## config.mk

```make
export PLATFORM = sky130hd
export DESIGN_NAME = led_strip_frame_generator
export DESIGN_NICKNAME = d
export VERILOG_FILES = /design/src/rtl/lsfg_pkg.sv /design/src/rtl/lsfg_ram.sv /design/src/rtl/led_strip_frame_generator.sv
export SDC_FILE = /design/constraint.sdc
export NUM_CORES = 1
export LEC_CHECK = 0
export ABC_CLOCK_PERIOD_IN_PS = 12790
export BUFFER_PORTS_ARGS = -buffer_cell sky130_fd_sc_hd__buf_2
export CAP_MARGIN = 20
export CORE_ASPECT_RATIO = 0.9
export CORE_MARGIN = 5
export CORE_UTILIZATION = 40
export CTS_CLUSTER_SIZE = 25
export DETAILED_ROUTE_END_ITERATION = 6
export PLACE_DENSITY_LB_ADDON = 0.08
export SLEW_MARGIN = 30
export SYNTH_ARGS = -nofsm -noshare
export SYNTH_HDL_FRONTEND = slang
export SYNTH_SLANG_ARGS = --single-unit
```

## constraint.sdc

```tcl
create_clock -name i_clk -period 12.79 [get_ports i_clk]
set_input_delay 0.6395 -clock i_clk [delete_from_list [all_inputs] [get_ports i_clk]]
set_output_delay 0.6395 -clock i_clk [all_outputs]
set_load 0.05 [all_outputs]
```

## src/rtl/lsfg_pkg.sv

```systemverilog
// ---------------------------------------------------------------------------
// lsfg_pkg: shared types and constants of the led strip frame generator
// Word formats, command and register codes, pixel layout and the
// sequencer states.
// ---------------------------------------------------------------------------
package lsfg_pkg;

    // default strip capacity
    localparam int MAX_LEDS_DEF = 32;

    // field widths
    localparam int CMD_W   = 2;
    localparam int CNT_W   = 6;
    localparam int COLOR_W = 8;
    localparam int PCT_W   = 7;
    localparam int LVL_W   = 5;
    localparam int BYTES_W = 3;
    localparam int WORD_W  = 32;
    localparam int PROD_W  = PCT_W + LVL_W;

    // configuration port
    localparam int CFG_IDX_W  = 1;
    localparam int CFG_DATA_W = 6;
    localparam logic [CFG_IDX_W-1:0] REG_LED_COUNT    = 1'd0;
    localparam logic [CFG_IDX_W-1:0] REG_GLOBAL_LEVEL = 1'd1;
    localparam logic [CNT_W-1:0]     LED_COUNT_RESET  = 6'd32;
    localparam logic [LVL_W-1:0]     GLOBAL_RESET     = 5'd31;

    // command codes
    localparam logic [CMD_W-1:0] CMD_WRITE = 2'd0;
    localparam logic [CMD_W-1:0] CMD_SHOW  = 2'd1;
    localparam logic [CMD_W-1:0] CMD_CLEAR = 2'd2;

    // result codes
    localparam logic KIND_STATUS      = 1'b0;
    localparam logic KIND_FRAME       = 1'b1;
    localparam logic STATUS_OK        = 1'b0;
    localparam logic STATUS_BAD_INDEX = 1'b1;

    // brightness scaling: floor(p / 100) as (p * RECIP_100) >> LVL_LSB, exact for p <= 3100
    localparam int                 RECIP_W   = 13;
    localparam logic [RECIP_W-1:0] RECIP_100 = 13'd5243;
    localparam int                 LVL_LSB   = 19;
    localparam int                 SCALE_W   = 24;

    localparam logic [PCT_W-1:0]   PCT_MAX    = 7'd100;
    localparam logic [PCT_W-1:0]   PCT_RESET  = 7'd50;
    localparam logic [7:0]         START_MARK = 8'hE0;
    localparam logic [BYTES_W-1:0] FULL_BYTES = 3'd4;
    localparam int                 END_SHIFT  = 4;
    localparam logic [CNT_W:0]     END_ROUND  = 7'd15;

    // one stored pixel
    typedef struct packed {
        logic [COLOR_W-1:0] red;
        logic [COLOR_W-1:0] green;
        logic [COLOR_W-1:0] blue;
        logic [PCT_W-1:0]   percent;
    } t_pixel;

    localparam t_pixel PIXEL_RESET = '{8'd0, 8'd0, 8'd0, 7'd50};

    // input word
    typedef struct packed {
        logic [CMD_W-1:0]   cmd;
        logic [CNT_W-1:0]   pixel_index;
        logic [COLOR_W-1:0] red;
        logic [COLOR_W-1:0] green;
        logic [COLOR_W-1:0] blue;
        logic [PCT_W-1:0]   percent;
    } t_in_word;

    // output word
    typedef struct packed {
        logic               kind;
        logic [WORD_W-1:0]  frame_word;
        logic [BYTES_W-1:0] byte_count;
        logic               status;
        logic               last;
    } t_out_word;

    // sequencer states
    typedef enum logic [2:0] {
        S_IDLE,
        S_STATUS,
        S_START,
        S_PIX_MUL,
        S_PIX_DIV,
        S_END
    } t_state;

endpackage

```

## src/rtl/lsfg_ram.sv

```systemverilog
// ---------------------------------------------------------------------------
// lsfg_ram: generic single-clock ram
// One write port, one read port, read data registered.
// ---------------------------------------------------------------------------
module lsfg_ram #(
    parameter int WIDTH = 31,
    parameter int DEPTH = 32,
    localparam int AW   = (DEPTH > 1) ? $clog2(DEPTH) : 1
) (
    input  logic             i_clk,
    input  logic             i_we,
    input  logic [AW-1:0]    i_waddr,
    input  logic [WIDTH-1:0] i_wdata,
    input  logic [AW-1:0]    i_raddr,
    output logic [WIDTH-1:0] o_rdata
);

    logic [WIDTH-1:0] r_mem [DEPTH];
    logic [WIDTH-1:0] r_rdata;

    // write port and registered read
    always_ff @(posedge i_clk) begin
        if (i_we) begin
            r_mem[i_waddr] <= i_wdata;
        end
        r_rdata <= r_mem[i_raddr];
    end

    assign o_rdata = r_rdata;

endmodule

```

## src/rtl/led_strip_frame_generator.sv

```systemverilog
// ---------------------------------------------------------------------------
// led_strip_frame_generator: pixel store and serial led frame builder
// Write command stores one pixel if its index is in range; show emits start word, one
// word per led and the end word; clear shows the leds in use as black and blanks them.
// ---------------------------------------------------------------------------
// Pixel write: the status word is loaded at the accepting edge, or held in S_STATUS
//   with the input blocked until the output register frees.
// Show and clear: S_START loads the start word, then per led S_PIX_MUL multiplies and
//   S_PIX_DIV does the reciprocal step and word load, next pixel read meanwhile; then
//   S_END loads the end word and the next command is taken back in S_IDLE. A stalled
//   output holds S_START, S_PIX_DIV and S_END.
// Reset: control state cleared, led_count 32, global_level 31; per-entry valid bits
//   clear at once so every pixel reads black at fifty percent, no clearing pass.
module led_strip_frame_generator #(
    parameter int MAX_LEDS = lsfg_pkg::MAX_LEDS_DEF
) (
    input  logic                                i_clk,
    input  logic                                i_rst_n,
    input  logic                                i_in_valid,
    output logic                                o_in_ready,
    input  lsfg_pkg::t_in_word                  i_in_word,
    output logic                                o_out_valid,
    input  logic                                i_out_ready,
    output lsfg_pkg::t_out_word                 o_out_word,
    input  logic                                i_cfg_we,
    input  logic [lsfg_pkg::CFG_IDX_W-1:0]      i_cfg_index,
    input  logic [lsfg_pkg::CFG_DATA_W-1:0]     i_cfg_data
);

    localparam int ADDR_W = (MAX_LEDS > 1) ? $clog2(MAX_LEDS) : 1;
    localparam int PIX_W  = $bits(lsfg_pkg::t_pixel);
    localparam logic [lsfg_pkg::CNT_W-1:0] MAX_CNT = lsfg_pkg::CNT_W'(MAX_LEDS);

    // registers
    lsfg_pkg::t_state                 r_state, n_state;
    logic                             r_out_valid, n_out_valid;
    lsfg_pkg::t_out_word              r_out, n_out;
    logic                             r_bad, n_bad;
    logic                             r_clear, n_clear;
    logic [lsfg_pkg::CNT_W-1:0]       r_pix, n_pix;
    logic [lsfg_pkg::CNT_W-1:0]       r_led_count;
    logic [lsfg_pkg::LVL_W-1:0]       r_global_level;
    logic [MAX_LEDS-1:0]              r_valid;
    logic                             r_rd_vld;
    logic [lsfg_pkg::PROD_W-1:0]      r_prod;
    logic [3*lsfg_pkg::COLOR_W-1:0]   r_rgb;

    // combinational
    logic                             in_accept;
    logic                             out_free;
    logic [lsfg_pkg::CNT_W-1:0]       eff_cnt;
    logic                             idx_ok;
    logic [lsfg_pkg::PCT_W-1:0]       pct_sat;
    logic                             ram_we;
    logic [ADDR_W-1:0]                ram_waddr;
    lsfg_pkg::t_pixel                 ram_wdata;
    logic [ADDR_W-1:0]                ram_raddr;
    logic [PIX_W-1:0]                 ram_q;
    lsfg_pkg::t_pixel                 pix_cur;
    logic [lsfg_pkg::SCALE_W-1:0]     scaled;
    logic [lsfg_pkg::LVL_W-1:0]       lvl;
    logic [lsfg_pkg::WORD_W-1:0]      pix_word;
    logic [lsfg_pkg::CNT_W:0]         end_sum;
    logic [lsfg_pkg::BYTES_W-1:0]     end_bytes;
    lsfg_pkg::t_out_word              status_word;

    assign in_accept = i_in_valid && o_in_ready;
    assign out_free  = !r_out_valid || i_out_ready;

    // led count in use, clamped to 1..MAX_LEDS
    always_comb begin
        if (r_led_count == '0) begin
            eff_cnt = lsfg_pkg::CNT_W'(1);
        end else if (r_led_count > MAX_CNT) begin
            eff_cnt = MAX_CNT;
        end else begin
            eff_cnt = r_led_count;
        end
    end

    assign idx_ok  = i_in_word.pixel_index < eff_cnt;
    assign pct_sat = (i_in_word.percent > lsfg_pkg::PCT_MAX) ? lsfg_pkg::PCT_MAX
                                                             : i_in_word.percent;

    // end word carries ceil(n/16) zero bytes
    assign end_sum   = {1'b0, eff_cnt} + lsfg_pkg::END_ROUND;
    assign end_bytes = end_sum[lsfg_pkg::END_SHIFT +: lsfg_pkg::BYTES_W];

    // pixel as read back, unwritten entries at reset value, blank while clearing
    always_comb begin
        if (r_clear) begin
            pix_cur = '0;
        end else if (r_rd_vld) begin
            pix_cur = lsfg_pkg::t_pixel'(ram_q);
        end else begin
            pix_cur = lsfg_pkg::PIXEL_RESET;
        end
    end

    // second scaling step: divide by 100 through the reciprocal
    assign scaled   = lsfg_pkg::SCALE_W'({{(lsfg_pkg::SCALE_W - lsfg_pkg::PROD_W){1'b0}}, r_prod}
                      * {{(lsfg_pkg::SCALE_W - lsfg_pkg::RECIP_W){1'b0}}, lsfg_pkg::RECIP_100});
    assign lvl      = scaled[lsfg_pkg::LVL_LSB +: lsfg_pkg::LVL_W];
    assign pix_word = {lsfg_pkg::START_MARK | {3'b000, lvl}, r_rgb};

    // status word for a pixel write
    always_comb begin
        status_word            = '0;
        status_word.kind       = lsfg_pkg::KIND_STATUS;
        status_word.status     = r_bad;
        status_word.last       = 1'b1;
    end

    // sequencer: next state, output register loads, ram ports
    always_comb begin
        n_state     = r_state;
        n_out_valid = r_out_valid && !i_out_ready;
        n_out       = r_out;
        n_bad       = r_bad;
        n_clear     = r_clear;
        n_pix       = r_pix;
        o_in_ready  = 1'b0;
        ram_we      = 1'b0;
        ram_waddr   = i_in_word.pixel_index[ADDR_W-1:0];
        ram_wdata   = '{i_in_word.red, i_in_word.green, i_in_word.blue, pct_sat};
        ram_raddr   = r_pix[ADDR_W-1:0];
        unique case (r_state)
            lsfg_pkg::S_IDLE: begin
                o_in_ready = 1'b1;
                if (in_accept) begin
                    n_clear = (i_in_word.cmd == lsfg_pkg::CMD_CLEAR);
                    case (i_in_word.cmd) inside
                        lsfg_pkg::CMD_WRITE: begin
                            ram_we = idx_ok;
                            n_bad  = idx_ok ? lsfg_pkg::STATUS_OK
                                            : lsfg_pkg::STATUS_BAD_INDEX;
                            if (out_free) begin
                                n_out_valid       = 1'b1;
                                n_out             = '0;
                                n_out.kind        = lsfg_pkg::KIND_STATUS;
                                n_out.status      = !idx_ok;
                                n_out.last        = 1'b1;
                            end else begin
                                n_state = lsfg_pkg::S_STATUS;
                            end
                        end
                        lsfg_pkg::CMD_SHOW, lsfg_pkg::CMD_CLEAR: begin
                            n_state = lsfg_pkg::S_START;
                        end
                        default: begin
                            n_state = lsfg_pkg::S_IDLE;
                        end
                    endcase
                end
            end
            lsfg_pkg::S_STATUS: begin
                if (out_free) begin
                    n_out_valid = 1'b1;
                    n_out       = status_word;
                    n_state     = lsfg_pkg::S_IDLE;
                end
            end
            lsfg_pkg::S_START: begin
                ram_raddr = '0;
                n_pix     = '0;
                if (out_free) begin
                    n_out_valid      = 1'b1;
                    n_out            = '0;
                    n_out.kind       = lsfg_pkg::KIND_FRAME;
                    n_out.byte_count = lsfg_pkg::FULL_BYTES;
                    n_state          = lsfg_pkg::S_PIX_MUL;
                end
            end
            lsfg_pkg::S_PIX_MUL: begin
                n_state = lsfg_pkg::S_PIX_DIV;
            end
            lsfg_pkg::S_PIX_DIV: begin
                ram_waddr = r_pix[ADDR_W-1:0];
                ram_wdata = '0;
                if (out_free) begin
                    ram_we           = r_clear;
                    n_out_valid      = 1'b1;
                    n_out            = '0;
                    n_out.kind       = lsfg_pkg::KIND_FRAME;
                    n_out.frame_word = pix_word;
                    n_out.byte_count = lsfg_pkg::FULL_BYTES;
                    if (r_pix == eff_cnt - lsfg_pkg::CNT_W'(1)) begin
                        n_state = lsfg_pkg::S_END;
                    end else begin
                        n_pix     = r_pix + lsfg_pkg::CNT_W'(1);
                        ram_raddr = n_pix[ADDR_W-1:0];
                        n_state   = lsfg_pkg::S_PIX_MUL;
                    end
                end
            end
            lsfg_pkg::S_END: begin
                if (out_free) begin
                    n_out_valid      = 1'b1;
                    n_out            = '0;
                    n_out.kind       = lsfg_pkg::KIND_FRAME;
                    n_out.byte_count = end_bytes;
                    n_out.last       = 1'b1;
                    n_state          = lsfg_pkg::S_IDLE;
                end
            end
            default: begin
                n_state = lsfg_pkg::S_IDLE;
            end
        endcase
    end

    // control registers
    always_ff @(posedge i_clk) begin
        if (!i_rst_n) begin
            r_state     <= lsfg_pkg::S_IDLE;
            r_out_valid <= 1'b0;
            r_valid     <= '0;
        end else begin
            r_state     <= n_state;
            r_out_valid <= n_out_valid;
            if (ram_we) begin
                r_valid[ram_waddr] <= 1'b1;
            end
        end
    end

    // configuration registers
    always_ff @(posedge i_clk) begin
        if (!i_rst_n) begin
            r_led_count    <= lsfg_pkg::LED_COUNT_RESET;
            r_global_level <= lsfg_pkg::GLOBAL_RESET;
        end else if (i_cfg_we) begin
            unique case (i_cfg_index)
                lsfg_pkg::REG_LED_COUNT:    r_led_count    <= i_cfg_data;
                lsfg_pkg::REG_GLOBAL_LEVEL: r_global_level <= i_cfg_data[lsfg_pkg::LVL_W-1:0];
                default: ;
            endcase
        end
    end

    // payload registers and first scaling step
    always_ff @(posedge i_clk) begin
        r_out    <= n_out;
        r_bad    <= n_bad;
        r_clear  <= n_clear;
        r_pix    <= n_pix;
        r_rd_vld <= r_valid[ram_raddr];
        if (r_state == lsfg_pkg::S_PIX_MUL) begin
            r_prod <= {{lsfg_pkg::LVL_W{1'b0}}, pix_cur.percent}
                      * {{lsfg_pkg::PCT_W{1'b0}}, r_global_level};
            r_rgb  <= {pix_cur.red, pix_cur.green, pix_cur.blue};
        end
    end

    // pixel store
    lsfg_ram #(
        .WIDTH (PIX_W),
        .DEPTH (MAX_LEDS)
    ) u_pixel_ram (
        .i_clk   (i_clk),
        .i_we    (ram_we),
        .i_waddr (ram_waddr),
        .i_wdata (ram_wdata),
        .i_raddr (ram_raddr),
        .o_rdata (ram_q)
    );

    assign o_out_valid = r_out_valid;
    assign o_out_word  = r_out;

    // pixel counter stays inside the strip while walking it
    a_pix_range: assert property (@(posedge i_clk) disable iff (!i_rst_n)
        (r_state == lsfg_pkg::S_PIX_MUL || r_state == lsfg_pkg::S_PIX_DIV)
        |-> (r_pix < eff_cnt))
        else $error("pixel counter beyond led count");

    // store is written only by an accepted pixel write or a clearing pass
    a_ram_write: assert property (@(posedge i_clk) disable iff (!i_rst_n)
        ram_we |-> ((r_state == lsfg_pkg::S_IDLE && in_accept)
                    || (r_state == lsfg_pkg::S_PIX_DIV && r_clear)))
        else $error("unexpected pixel store write");

    // end word closes the frame and returns to idle
    a_end_word: assert property (@(posedge i_clk) disable iff (!i_rst_n)
        (r_state == lsfg_pkg::S_END && out_free)
        |=> (r_state == lsfg_pkg::S_IDLE && o_out_valid && o_out_word.last
             && o_out_word.kind == lsfg_pkg::KIND_FRAME))
        else $error("end word not delivered");

    // status words never carry frame bytes
    a_status_empty: assert property (@(posedge i_clk) disable iff (!i_rst_n)
        (o_out_valid && o_out_word.kind == lsfg_pkg::KIND_STATUS)
        |-> (o_out_word.byte_count == '0 && o_out_word.frame_word == '0
             && o_out_word.last))
        else $error("status word with frame content");

endmodule
```

==> impl_metrics.csv <==
group,metric,value,unit
logic_synthesis,synth.area.top_cells,"edfxtp_1 (65%), a211oi_1 (3.4%), and3_1 (3.3%)",
logic_synthesis,synth.distinct_cells,70,
pwr,p_leak,19.5,nW
global_route,grt_pass1_vias,31200,
worst_hold_path,hp-class,"in -> reg",
sta,slew_viol_final,0,
pwr,p_switching,2.24,mW
route,firstDrtPassIters,5,
clock_network,tritoncts.num_buffers,120,
setup_path,path_class,"reg -> reg",
sta,grt_setup_unrepaired,"no",
setup_path,start_kind,"flop",
logic_synthesis,avgSynthCellArea,14.0,µm²
clock_network,cts-root-buf,"clkbuf_16",
setup_path,crit_required,13.45,ns
floorplan,dieArea,131000,µm²
pwr,power_frac_seq,48.6,%
sta,fmax,163,MHz
sta,period_share,48.0,%
sta,min_period,6.13,ns
route,drc_errors,0,
logic_synthesis,synth_top_area_share,65.1,%
global_route,antenna_found_initial,12,
global_route,track_usage,24.0,%
pwr,swShare,25.5,%
clock_network,cts_tree,"yes",
cells_and_area,fin_nets,3748,
logic_synthesis,synth_nets,3752,
clock_network,htreeDepth,3,
worst_hold_path,whs_path_depth,3,
cells_and_area,final_common_cell,"edfxtp_1",
setup_path,critical_path.endpoint_type,"flop",
clock_network,worstSkewPairLatency,0.72,ns
place,dp_hpwl,83.8,mm
sta,hold_viol_final,0,
logic_synthesis,netlist_area,49500,µm²
setup_path,reg2reg_depth,15,
logic_synthesis,netlist_instances,3533,
route,postRouteAntennaNets,0,
clock_network,cts_sinks,1151,
sta,slew_headroom,29.2,%
job,max_cap_violations,0,
cells_and_area,layout-drive-gt1-share,13.4,%
sta,skew,0.0276,ns
clock_network,postCtsSetupBuffers,0,
floorplan,die_height,344,µm
sta,finalSetupViolations,0,
floorplan,die-width,381,µm
route,via_count,32100,
sta,tightest_slew,1.06,ns
floorplan,io_pins,91,
pwr,powerDensity,157,nW/µm²
pwr,peakVddDrop,0.112,mV
global_route,grt_pass1_wl,228,mm
pwr,pwr-share-clk,39.8,%
route,drt-vias-per-instance,6.11,
logic_synthesis,synth_flop_cell,"edfxtp_1",
sta,finalSetupTns,0,ns
sta,layout_setup_ws,6.66,ns
logic_synthesis,async_flop_share,0,%
floorplan,core_area,123000,µm²
place,io_buffers,90,
floorplan,core.rowCount,122,
route,drt-initial-drc-count,3531,
place,globalplace.congestion,0.814,
global_route,overflow,0,
logic_synthesis,synth-edff-count,1072,
logic_synthesis,synth-seq-cells,1151,
clock_network,hold_buffers,0,
cells_and_area,area_growth_syn_to_layout,13.0,%
route,wirelength,161,mm
clock_network,cts_resized,0,
setup_path,arrival,6.79,ns
logic_synthesis,synthesis.yosys.warnings,0,
route,wire_per_inst,30.6,µm
cells_and_area,fin_util,45.5,%
clock_network,cts.clk_slew.worst_paths,0.06,ns
cells_and_area,final_cell_mix,"edfxtp_1 (1,072), and3_1 (260), nand3_1 (259), a211oi_1 (224), a31oi_1 (153)",
status,status,"completed",
setup_path,path_max_fanout,205,
place,dpl_worst_slack,6.67,ns
pwr,p_comb_share,11.6,%
pwr,intPower,6.54,mW
logic_synthesis,yosysSeqAreaShare,68.3,%
global_route,grt_max_degree,223,
floorplan,start_util,40.3,%
logic_synthesis,synth_top_area_cell,"edfxtp_1",
clock_network,ctsLongestPathBuffers,3,
## power groups by stage
stage	registers [mW]	logic [mW]	clock network [mW]
3_3_place_gp	4.34	0.994	0
2_1_floorplan	4.33	0.647	0
4_1_cts	4.26	1.02	3.55
5_1_grt	4.27	1.12	3.70
3_5_place_dp	4.34	1.01	0
6_report	4.27	1.02	3.49
## cell usage after synthesis (all sizes together) (10+ instances only)
| cell | count |
|---|---|
| a2111oi | 25 |
| buf | 52 |
| xnor2 | 15 |
| fa | 58 |
| nor2b | 12 |
| a211oi | 224 |
| a32o | 25 |
| a22o | 65 |
| mux2i | 10 |
| and2 | 89 |
| or4 | 32 |
| a21oi | 97 |
| o21a | 31 |
| edfxtp | 1072 |
| ha | 110 |
| o21ai | 46 |
| a31oi | 154 |
| nor4 | 98 |
| and3 | 263 |
| inv | 140 |
| nor2 | 60 |
| nand3 | 259 |
| dfxtp | 79 |
| clkbuf | 236 |
| nand2 | 92 |
| a31o | 81 |
## per-stage QoR
step	cell area, µm²	hold slack [ns]	total power [mW]	cells
finish	55900	0.144	8.78	5258
global route	55900	0.135	9.09	5250
CTS	55800	0.106	8.84	5246
detailed placement	51900	0.445	5.36	5017
global placement	51800	0.431	5.34	5014
floorplan	49500	0.417	4.98	3533
## final cells by class
cell class,instances,area (µm²)
antenna,10,25.0
clock buffer,179,3390
clock inverter,50,541
fill,10800,67000
inverter,141,529
multi-input combinational,1953,14500
sequential,1151,33800
tap,1612,2020
timing repair buffer,162,1170
## flip-flops by register name, summed over array words and instances, names as in the netlist
signal               count
r_clear                  1
r_prod                  12
r_global_level           5
r_pix                    6
r_rd_vld                 1
r_state                  3
r_valid                 32
r_bad                    1
u_pixel_ram.r_mem      992
o_out_word              36
r_led_count              6
u_pixel_ram.o_rdata     31
o_out_valid              1
r_rgb                   24
## metal layers
layer | vias to the layer above | routed length (µm) | track usage, %
met3 | 264 | 13600 | 5.59
met2 | 1455 | 70600 | 36.4
met1 | 16500 | 70300 | 33.9
li1 | 13900 | - | -
met4 | 0 | 6140 | 8.74
met5 | - | 0 | 0
## final timing paths
kind / start / end / slack [ns]
setup reg to reg: r_led_count[4]$_SDFFE_PN0P_ / u_pixel_ram.o_rdata[23]$_DFF_P_ / 6.66
setup / recovery: r_led_count[4]$_SDFFE_PN0P_ / u_pixel_ram.o_rdata[23]$_DFF_P_ / 6.66
hold reg to reg: r_valid[12]$_SDFFE_PN0P_ / r_valid[12]$_SDFFE_PN0P_ / 0.46
hold / removal: i_cfg_data[0] / r_global_level[0]$_SDFFE_PN1P_ / 0.14
## critical path, cell delays in order, from the launching register on
cell       delay, ns
dfxtp_1         0.36
nor4_1          0.37
or2_1           0.21
nand2_1         0.09
ha_1            0.27
xor2_1          0.20
a2111oi_4       0.39
o21ai_2         0.12
or3_1           0.61
mux2_8          0.75
buf_12          0.64
buf_12          0.67
nand3_1         0.15
a32o_1          0.33
a2111oi_0       0.38
or4_1           0.19
## kinds of logic after synthesis
group                    after synthesis  synth area share, %
XOR/XNOR                              24                0.440
AND/OR/NAND/NOR                      947                 10.7
flip-flops                          1151                 68.3
adder cells (fa/ha/maj)              168                 5.13
multiplexers                          14                0.301
buffers and inverters                429                 3.41
AO/OA/AOI/OAI                        800                 11.8
Power figures use the tool's default switching activity.
